<file path="src/cbdc_pkg.sv">
package cbdc_pkg;

    // Widths of the request and result fields
    localparam int unsigned META_W  = 64;
    localparam int unsigned ADDR_W  = 64;
    localparam int unsigned LEN_W   = 32;
    localparam int unsigned PERM_W  = 12;
    localparam int unsigned UPERM_W = 4;
    localparam int unsigned OTYPE_W = 18;
    localparam int unsigned EXP_W   = 6;
    localparam int unsigned MANT_W  = 14;

    // Stored metadata is XORed with the null capability pattern
    localparam logic [META_W-1:0] NULL_MASK = 64'h0000_1fff_fc01_8004;

    // Permission bits checked on access
    localparam int unsigned PERM_STORE_BIT = 8;
    localparam int unsigned PERM_LOAD_BIT  = 9;

    // Decoded metadata handed from the decoder to the bounds stage
    typedef struct packed {
        logic [PERM_W-1:0]  perms;
        logic [UPERM_W-1:0] uperms;
        logic [OTYPE_W-1:0] otype;
        logic [EXP_W-1:0]   exp;
        logic [MANT_W-1:0]  top_mant;
        logic [MANT_W-1:0]  base_mant;
    } t_dec;

endpackage

</file>
<file path="src/cbdc_decode.sv">
module cbdc_decode
    import cbdc_pkg::*;
(
    input  logic [META_W-1:0] i_meta,
    output t_dec              o_dec
);

    logic [META_W-1:0] meta;
    logic              int_exp;
    logic [8:0]        t_hi;
    logic [2:0]        t_e;
    logic [10:0]       b_hi;
    logic [2:0]        b_e;
    logic [11:0]       t_low;
    logic [MANT_W-1:0] b_mant;
    logic              carry;
    logic              msb;
    logic [1:0]        t_top2;

    assign meta    = i_meta ^ NULL_MASK;
    assign int_exp = meta[26];
    assign t_hi    = meta[25:17];
    assign t_e     = meta[16:14];
    assign b_hi    = meta[13:3];
    assign b_e     = meta[2:0];

    // Mantissas: low exponent bits are mantissa when there is no internal exponent
    always_comb begin
        if (int_exp) begin
            t_low  = {t_hi, 3'b000};
            b_mant = {b_hi, 3'b000};
            carry  = (t_hi < b_hi[8:0]);
            msb    = 1'b1;
        end else begin
            t_low  = {t_hi, t_e};
            b_mant = {b_hi, b_e};
            carry  = (t_low < b_mant[11:0]);
            msb    = 1'b0;
        end
    end

    // Top two bits of top mantissa come from base plus carry and length msb
    assign t_top2 = b_mant[13:12] + {1'b0, carry} + {1'b0, msb};

    assign o_dec.perms     = meta[63:52];
    assign o_dec.uperms    = meta[51:48];
    assign o_dec.otype     = meta[44:27];
    assign o_dec.exp       = int_exp ? {t_e, b_e} : '0;
    assign o_dec.top_mant  = {t_top2, t_low};
    assign o_dec.base_mant = b_mant;

endmodule

</file>
<file path="src/cbdc_bounds.sv">
module cbdc_bounds
    import cbdc_pkg::*;
(
    input  t_dec              i_dec,
    input  logic [ADDR_W-1:0] i_addr,
    input  logic [LEN_W-1:0]  i_len,
    input  logic              i_rd,
    input  logic              i_wr,
    output logic [ADDR_W-1:0] o_base,
    output logic [ADDR_W-1:0] o_top,
    output logic              o_ok
);

    logic [ADDR_W-12:0] addr_sh11;
    logic [ADDR_W-15:0] addr_sh14;
    logic [ADDR_W-12:0] a_sh;
    logic [ADDR_W-1:0]  a_top;
    logic [2:0]         a3;
    logic [2:0]         t3;
    logic [2:0]         b3;
    logic [2:0]         r;
    logic               a_lo;
    logic               t_lo;
    logic               b_lo;
    logic [ADDR_W-1:0]  t_hi_part;
    logic [ADDR_W-1:0]  b_hi_part;
    logic [EXP_W:0]     hi_shift;
    logic [ADDR_W-1:0]  end_addr;

    // Address slices above the mantissa window; exponents past the width give zero
    assign addr_sh11 = i_addr[ADDR_W-1:11];
    assign addr_sh14 = i_addr[ADDR_W-1:14];
    assign a_sh      = addr_sh11 >> i_dec.exp;
    assign a3        = a_sh[2:0];
    assign a_top     = ADDR_W'(addr_sh14 >> i_dec.exp);

    // Region compare against the representable limit r
    assign t3   = i_dec.top_mant[13:11];
    assign b3   = i_dec.base_mant[13:11];
    assign r    = b3 - 3'd1;
    assign a_lo = (a3 < r);
    assign t_lo = (t3 < r);
    assign b_lo = (b3 < r);

    // Correct the upper address bits by -1, 0 or +1
    always_comb begin
        t_hi_part = a_top;
        if (a_lo && !t_lo) begin
            t_hi_part = a_top - ADDR_W'(1);
        end else if (!a_lo && t_lo) begin
            t_hi_part = a_top + ADDR_W'(1);
        end
        b_hi_part = a_top;
        if (a_lo && !b_lo) begin
            b_hi_part = a_top - ADDR_W'(1);
        end else if (!a_lo && b_lo) begin
            b_hi_part = a_top + ADDR_W'(1);
        end
    end

    // Shift back into place; shift of 64 or more clears the upper part
    assign hi_shift = {1'b0, i_dec.exp} + (EXP_W+1)'(MANT_W);

    assign o_top  = (hi_shift[EXP_W] ? '0 : (t_hi_part << hi_shift[EXP_W-1:0]))
                  | (ADDR_W'(i_dec.top_mant) << i_dec.exp);
    assign o_base = (hi_shift[EXP_W] ? '0 : (b_hi_part << hi_shift[EXP_W-1:0]))
                  | (ADDR_W'(i_dec.base_mant) << i_dec.exp);

    // Access check, end address wraps modulo 2^64
    assign end_addr = i_addr + ADDR_W'(i_len);
    assign o_ok = (o_base <= i_addr) && (end_addr <= o_top)
               && (!i_wr || i_dec.perms[PERM_STORE_BIT])
               && (!i_rd || i_dec.perms[PERM_LOAD_BIT]);

endmodule

</file>
<file path="src/capability_bounds_decode_check_core.sv">
// Capability bounds decode and access check.
// Stages: input register, then result register; the decode and bounds check
// sit between the two.
// Throughput: one request per cycle, sustained while the result side takes.
// Reset: synchronous active-low i_rst_n clears both stage valid flags.
module capability_bounds_decode_check_core
    import cbdc_pkg::*;
(
    input  logic               i_clk,
    input  logic               i_rst_n,
    input  logic               i_valid,
    output logic               o_ready,
    input  logic [META_W-1:0]  i_compressed_meta,
    input  logic [ADDR_W-1:0]  i_address,
    input  logic [LEN_W-1:0]   i_access_bytes,
    input  logic               i_wants_read,
    input  logic               i_wants_write,
    output logic               o_valid,
    input  logic               i_ready,
    output logic [ADDR_W-1:0]  o_bound_base,
    output logic [ADDR_W-1:0]  o_bound_top,
    output logic [OTYPE_W-1:0] o_object_type,
    output logic [PERM_W-1:0]  o_permissions,
    output logic [UPERM_W-1:0] o_user_permissions,
    output logic               o_access_allowed
);

    logic               r_in_valid;
    logic [META_W-1:0]  r_meta;
    logic [ADDR_W-1:0]  r_addr;
    logic [LEN_W-1:0]   r_len;
    logic               r_rd;
    logic               r_wr;

    logic               r_out_valid;
    logic [ADDR_W-1:0]  r_base;
    logic [ADDR_W-1:0]  r_top;
    logic [OTYPE_W-1:0] r_otype;
    logic [PERM_W-1:0]  r_perms;
    logic [UPERM_W-1:0] r_uperms;
    logic               r_ok;

    logic               n_in_valid;
    logic               n_out_valid;
    logic               advance;
    logic               take_in;

    t_dec               dec;
    logic [ADDR_W-1:0]  base;
    logic [ADDR_W-1:0]  top;
    logic               ok;

    // Pipeline flow: result register frees when empty or taken
    assign advance = !r_out_valid || i_ready;
    assign o_ready = !r_in_valid || advance;
    assign take_in = i_valid && o_ready;

    always_comb begin
        n_in_valid = r_in_valid;
        if (take_in) begin
            n_in_valid = 1'b1;
        end else if (advance) begin
            n_in_valid = 1'b0;
        end
        n_out_valid = r_out_valid;
        if (advance) begin
            n_out_valid = r_in_valid;
        end
    end

    always_ff @(posedge i_clk) begin
        if (!i_rst_n) begin
            r_in_valid  <= 1'b0;
            r_out_valid <= 1'b0;
        end else begin
            r_in_valid  <= n_in_valid;
            r_out_valid <= n_out_valid;
        end
    end

    // Input register
    always_ff @(posedge i_clk) begin
        if (take_in) begin
            r_meta <= i_compressed_meta;
            r_addr <= i_address;
            r_len  <= i_access_bytes;
            r_rd   <= i_wants_read;
            r_wr   <= i_wants_write;
        end
    end

    cbdc_decode u_decode (
        .i_meta (r_meta),
        .o_dec  (dec)
    );

    cbdc_bounds u_bounds (
        .i_dec  (dec),
        .i_addr (r_addr),
        .i_len  (r_len),
        .i_rd   (r_rd),
        .i_wr   (r_wr),
        .o_base (base),
        .o_top  (top),
        .o_ok   (ok)
    );

    // Result register
    always_ff @(posedge i_clk) begin
        if (advance && r_in_valid) begin
            r_base   <= base;
            r_top    <= top;
            r_otype  <= dec.otype;
            r_perms  <= dec.perms;
            r_uperms <= dec.uperms;
            r_ok     <= ok;
        end
    end

    assign o_valid            = r_out_valid;
    assign o_bound_base       = r_base;
    assign o_bound_top        = r_top;
    assign o_object_type      = r_otype;
    assign o_permissions      = r_perms;
    assign o_user_permissions = r_uperms;
    assign o_access_allowed   = r_ok;

    // Reset empties both stages
    a_reset_empty: assert property (@(posedge i_clk)
        !i_rst_n |=> (!r_in_valid && !r_out_valid))
        else $error("pipeline not empty after reset");

    // An accepted request lands in the input stage
    a_take_fills: assert property (@(posedge i_clk) disable iff (!i_rst_n)
        take_in |=> r_in_valid)
        else $error("accepted request lost at input stage");

    // A blocked input stage keeps its request
    a_hold_in: assert property (@(posedge i_clk) disable iff (!i_rst_n)
        (r_in_valid && !advance) |=> (r_in_valid && $stable(r_meta) && $stable(r_addr)))
        else $error("stalled input stage changed");

    // A request moving forward reaches the result register
    a_move_out: assert property (@(posedge i_clk) disable iff (!i_rst_n)
        (r_in_valid && advance) |=> r_out_valid)
        else $error("request lost between stages");

endmodule
</file>
<file path="config.mk">
export PLATFORM = sky130hd
export DESIGN_NAME = capability_bounds_decode_check_core
export DESIGN_NICKNAME = d
export VERILOG_FILES = /design/src/cbdc_pkg.sv /design/src/cbdc_decode.sv /design/src/cbdc_bounds.sv /design/src/capability_bounds_decode_check_core.sv
export SDC_FILE = /design/constraint.sdc
export NUM_CORES = 2
export LEC_CHECK = 0
export BUFFER_PORTS_ARGS = -buffer_cell sky130_fd_sc_hd__buf_2
export CORE_MARGIN = 10
export CORE_UTILIZATION = 25
export CTS_BUF_LIST = sky130_fd_sc_hd__clkbuf_4 sky130_fd_sc_hd__clkbuf_8 sky130_fd_sc_hd__clkbuf_16
export DETAILED_ROUTE_END_ITERATION = 7
export GPL_TIMING_DRIVEN = 0
export SYNTH_ARGS = -nofsm -noshare
export SYNTH_HDL_FRONTEND = slang
export SYNTH_HIERARCHICAL = 1
export SYNTH_SLANG_ARGS = --single-unit
export TNS_END_PERCENT = 5
</file>
<file path="constraint.sdc">
create_clock -name i_clk -period 18.5 [get_ports i_clk]
set_clock_uncertainty 0.1 [all_clocks]
set_input_delay 1.85 -clock i_clk [delete_from_list [all_inputs] [get_ports i_clk]]
set_output_delay 1.85 -clock i_clk [all_outputs]
set_load 0.03 [all_outputs]
</file>
After elaboration in Yosys (flattened, before gate mapping)
Index checks and enable logic that the tools add are counted.
{ "totals": {"ff_bits": 327, "output_inout_bits": 165} }
{ "op_classes": {"addsub": 7, "n_lt_le_gt_ge": 7, "shift": 6, "n_mux": 13, "bitwise_logic": 3, "reduce_logical": 21} }
{ "ops": {"columns": ["operator", "n"], "rows": [
  ["$mux W64", 6],
  ["$le A64 B64 Y1", 2],
  ["$or A64 B64 Y64", 2],
  ["$shl A14 B6 Y64", 2],
  ["$shl A64 B6 Y64", 2],
  ["$add A64 B1 Y64 const B", 1],
  ["$add A64 B32 Y64", 1],
  ["$shr A50 B6 Y64", 1],
  ["$sub A64 B1 Y64 const B", 1],
  ["$shr A53 B6 Y3", 1],
  ["$not A22 Y22", 1],
  ["$lt A12 B12 Y1", 1],
  ["$logic_and A1 B1 Y1", 9],
  ["$lt A3 B3 Y1", 3],
  ["$lt A9 B9 Y1", 1],
  ["$add A6 B4 Y7 const B", 1],
  ["$logic_not A1 Y1", 7],
  ["$mux W3", 2],
  ["$mux W6", 1],
  ["$add A2 B1 Y2", 2],
  ["$logic_or A1 B1 Y1", 4],
  ["$mux W1", 4],
  ["$sub A3 B1 Y3 const B", 1],
  ["$reduce_bool A2 Y1", 1]
]} }

Longest topological paths before layout
{ "depth": {"word_depth": 16, "ltp_mapped": 48} }

Hierarchy
The synthesis kept the hierarchy.
{ "by_module_without_submodules": {"columns": ["module", "n_inst", "cells_each", "area_per_inst_um2"], "rows": [
  ["cbdc_bounds", 1, 3552, 24803.8],
  ["capability_bounds_decode_check_core", 1, 334, 9863.2],
  ["cbdc_decode", 1, 112, 740.7]
]} }

Least setup slack after synthesis
Ideal clock, no wire load.
{ "synth_path": {"path_kind": "in2reg", "start": "input i_ready", "end": "register r_addr[0] (enable)", "arrival_ns": 9.701, "path_slack_ns": 7.962, "path_stages": 2, "path_buffers": 0, "path_cell_list": "nor2b_4 > a21oi_1"} }
{ "synth_between": {"elab_chain_len": 3} }
{ "synth_lines": {"columns": ["item", "line", "rtl"], "rows": [
  ["start: declaration", "capability_bounds_decode_check_core.sv:19", "input logic i_ready,"],
  ["$logic_or A1 B1 Y1", "capability_bounds_decode_check_core.sv:54", "assign advance = !r_out_valid || i_ready;"],
  ["$logic_or A1 B1 Y1", "capability_bounds_decode_check_core.sv:55", "assign o_ready = !r_in_valid || advance;"],
  ["$logic_and A1 B1 Y1", "capability_bounds_decode_check_core.sv:56", "assign take_in = i_valid && o_ready;"],
  ["end signal: assignment", "capability_bounds_decode_check_core.sv:85", "r_addr <= i_address;"],
  ["end: declaration", "capability_bounds_decode_check_core.sv:30", "logic [ADDR_W-1:0] r_addr;"]
]} }
No other way between the ends.
A chain may end at the register's enable or synchronous reset.

==> impl_metrics.csv <==
group,metric,value,unit
grt,antenna_found_initial,27,
timing,finalSetupTns,0,ns
critical_path,cp_slowest_cell,"a2111oi_0",
job,cap_violations,8,
placement,gp_congestion,1.073,
timing,period_needed,16.48,ns
pwr,peakVddDrop,0.07480,mV
die,die_height,395.9,µm
status,status,"finished with violations",
placement,portBuffers,327,
die,die_area,156700,µm²
placement,dp_cells,6221,
layout,layout_commonest_cell,"buf_2",
critical_path,endpoint_kind,"register",
drt,ant_nets,0,
min_path,hp-start,"r_meta[36]$_DFFE_PP_",
pwr,p_leak,15.33,nW
clock_tree,postCtsSetupRepairBufs,0,
critical_path,critPathBufInv,11,
grt,grt_use_total,30.38,%
die,fp.coreArea,139900,µm²
pwr,swShare,50.88,%
critical_path,max_stage_delay,1.13,ns
die,start_util,25.25,%
drt,wl_per_cell,40.06,µm
status,violations,"DRC, capacitance limit, slew limit",
critical_path,start_kind,"register",
layout,stdcell_count,6296,
synthesis,avgSynthCellArea,8.840,µm²
die,die_w,395.9,µm
critical_path,setup.worst_path.class,"reg -> reg",
grt,gr-usage-met1,39.26,%
timing,grt_setup_unrepaired,"no",
drt,vias,40410,
clock_tree,cts.repair.resized,0,
critical_path,reg2reg_depth,43,
grt,grt_pass1_wl,333600,µm
grt,gr-max-usage-layer,"met2",
drt,drt-pass1-iter-count,8,
synthesis,syn_nets,4344,
synthesis,syn_area,35320,µm²
grt,use_met2,45.42,%
timing,setup_viol,0,
synthesis,yosys_warnings,6,
clock_tree,h-tree-depth,2,
die,io-pin-count,331,
grt,grt_max_degree,35,
layout,drive_gt1_share,17.51,%
placement,dp_hpwl,209300,µm
clock_tree,cts_made_buffers,38,
clock_tree,cts_tree,"yes",
layout,fin_util,29.31,%
clock_tree,clk_latency,0.62,ns
critical_path,critical_path.most_common_cell,"a21oi_1",
drt,drt_iter0_drc,6436,
timing,post-route-period-util,89.10,%
min_path,hold_class,"reg -> reg",
die,rows,137,
critical_path,cp_top_family,"buffers and inverters",
pwr,clockPowerShare,19.5,%
timing,fmax,60.67,MHz
critical_path,crit_fanout,10,
clock_tree,clk_path_buf_depth,3,
layout,mostFrequentLayoutCells,"buf_2, nand2_1, edfxtp_1",
drt,wl,252200,µm
timing,maxSlewViolCount,42,
grt,gr-total-overflow,0,
layout,area_growth_syn_to_layout,16.09,%
pwr,power_frac_seq,23.8,%
pwr,power_frac_comb,56.7,%
critical_path,cp.arrival,16.84,ns
timing,final_hold_viol_count,0,
min_path,min_to,"o_object_type[9]$_DFFE_PP_",
drt,vias_per_cell,6.418,
pwr,powerDensity,95.40,nW/µm²
clock_tree,cts-root-buf,"clkbuf_16",
layout,fillCellCount,15130,
grt,grt_pass1_vias,37390,
critical_path,worstReg2RegEnd,"o_access_allowed$_DFFE_PP_",
pwr,internal-power,0.001921,W
critical_path,r2r_setup_slack,2.02,ns
synthesis,synth_cells,3995,
critical_path,r2r-start,"r_meta[26]$_DFFE_PP_",
layout,fin_nets,4737,
min_path,hold_path_depth,1,
timing,tightest_slew,1.586,ns
grt,grt_use_met3,8.504,%
clock_tree,ctsHoldBuffers,0,
pwr,switching_power,0.001990,W
timing,slew_headroom,-7.138,%
drt,route.detailed.drc,16,
critical_path,worstPathRequired,18.85,ns
clock_tree,clock-sinks,324,
clock_tree,clkTransAtPathRegs,0.06,ns
power by group through the flow:
stage	sequential, W	clock (W)	combinational (W)
2_1_floorplan	0.000997	0	0.00104
3_3_place_gp	0.000960	0	0.00206
3_5_place_dp	0.000945	0	0.00207
4_1_cts	0.000931	0.000783	0.00208
5_1_grt	0.000934	0.000811	0.00222
6_report	0.000931	0.000764	0.00222
stage by stage:
step                      instance area, µm²  power [W]  worst slack [ns]  hold slack, ns
final                                  41000   0.003911             2.017          0.4035
after global routing                   40980   0.003964             2.315          0.4214
after CTS                              40960   0.003792             3.094          0.4060
after detailed placement               39700   0.003012             3.120          0.3918
after global placement                 39300   0.003023             2.961          0.3880
after floorplan                        35320   0.002040             8.112          0.3869
area by class of cell:
type                    instances  area, µm²  area share [%]
diodes                          6      15.01         0.03662
plain buffers                 312       1465           3.574
clock buffers                  45       1003           2.448
clock inverters                21      259.0          0.6317
inverters                     156      585.6           1.428
multi-input cells            3203      23630           57.62
flip-flops and latches        324       9709           23.68
well taps                    1876       2347           5.725
repair buffers                353       1989           4.852
worst max path at each step:
stage                                       to  slack, ns                  from  cells past startpoint
floorplan                  r_addr[0]$_DFFE_PP_       8.11               i_ready                      2
global placement    o_access_allowed$_DFFE_PP_       2.96  r_meta[26]$_DFFE_PP_                     38
detailed placement  o_access_allowed$_DFFE_PP_       3.12  r_meta[26]$_DFFE_PP_                     43
CTS                 o_access_allowed$_DFFE_PP_       3.09  r_meta[26]$_DFFE_PP_                     43
global route        o_access_allowed$_DFFE_PP_       2.32  r_meta[26]$_DFFE_PP_                     43
finish              o_access_allowed$_DFFE_PP_       2.02  r_meta[26]$_DFFE_PP_                     43
routing by layer:
layer	wire length, µm	vias to the layer above
met1	98970	20090
met4	17910	24
met3	29990	811
li1	-	16190
met5	152	-
met2	105200	3291
sequential cells by signal (all words and copies together), names as in the netlist:
signal	cells
o_object_type	18
r_wr	1
o_bound_base	64
o_user_permissions	4
r_meta	61
o_valid	1
r_in_valid	1
o_access_allowed	1
r_addr	64
o_permissions	12
o_bound_top	64
r_rd	1
r_len	32
No activity file was read; power rests on OpenSTA's default activity.
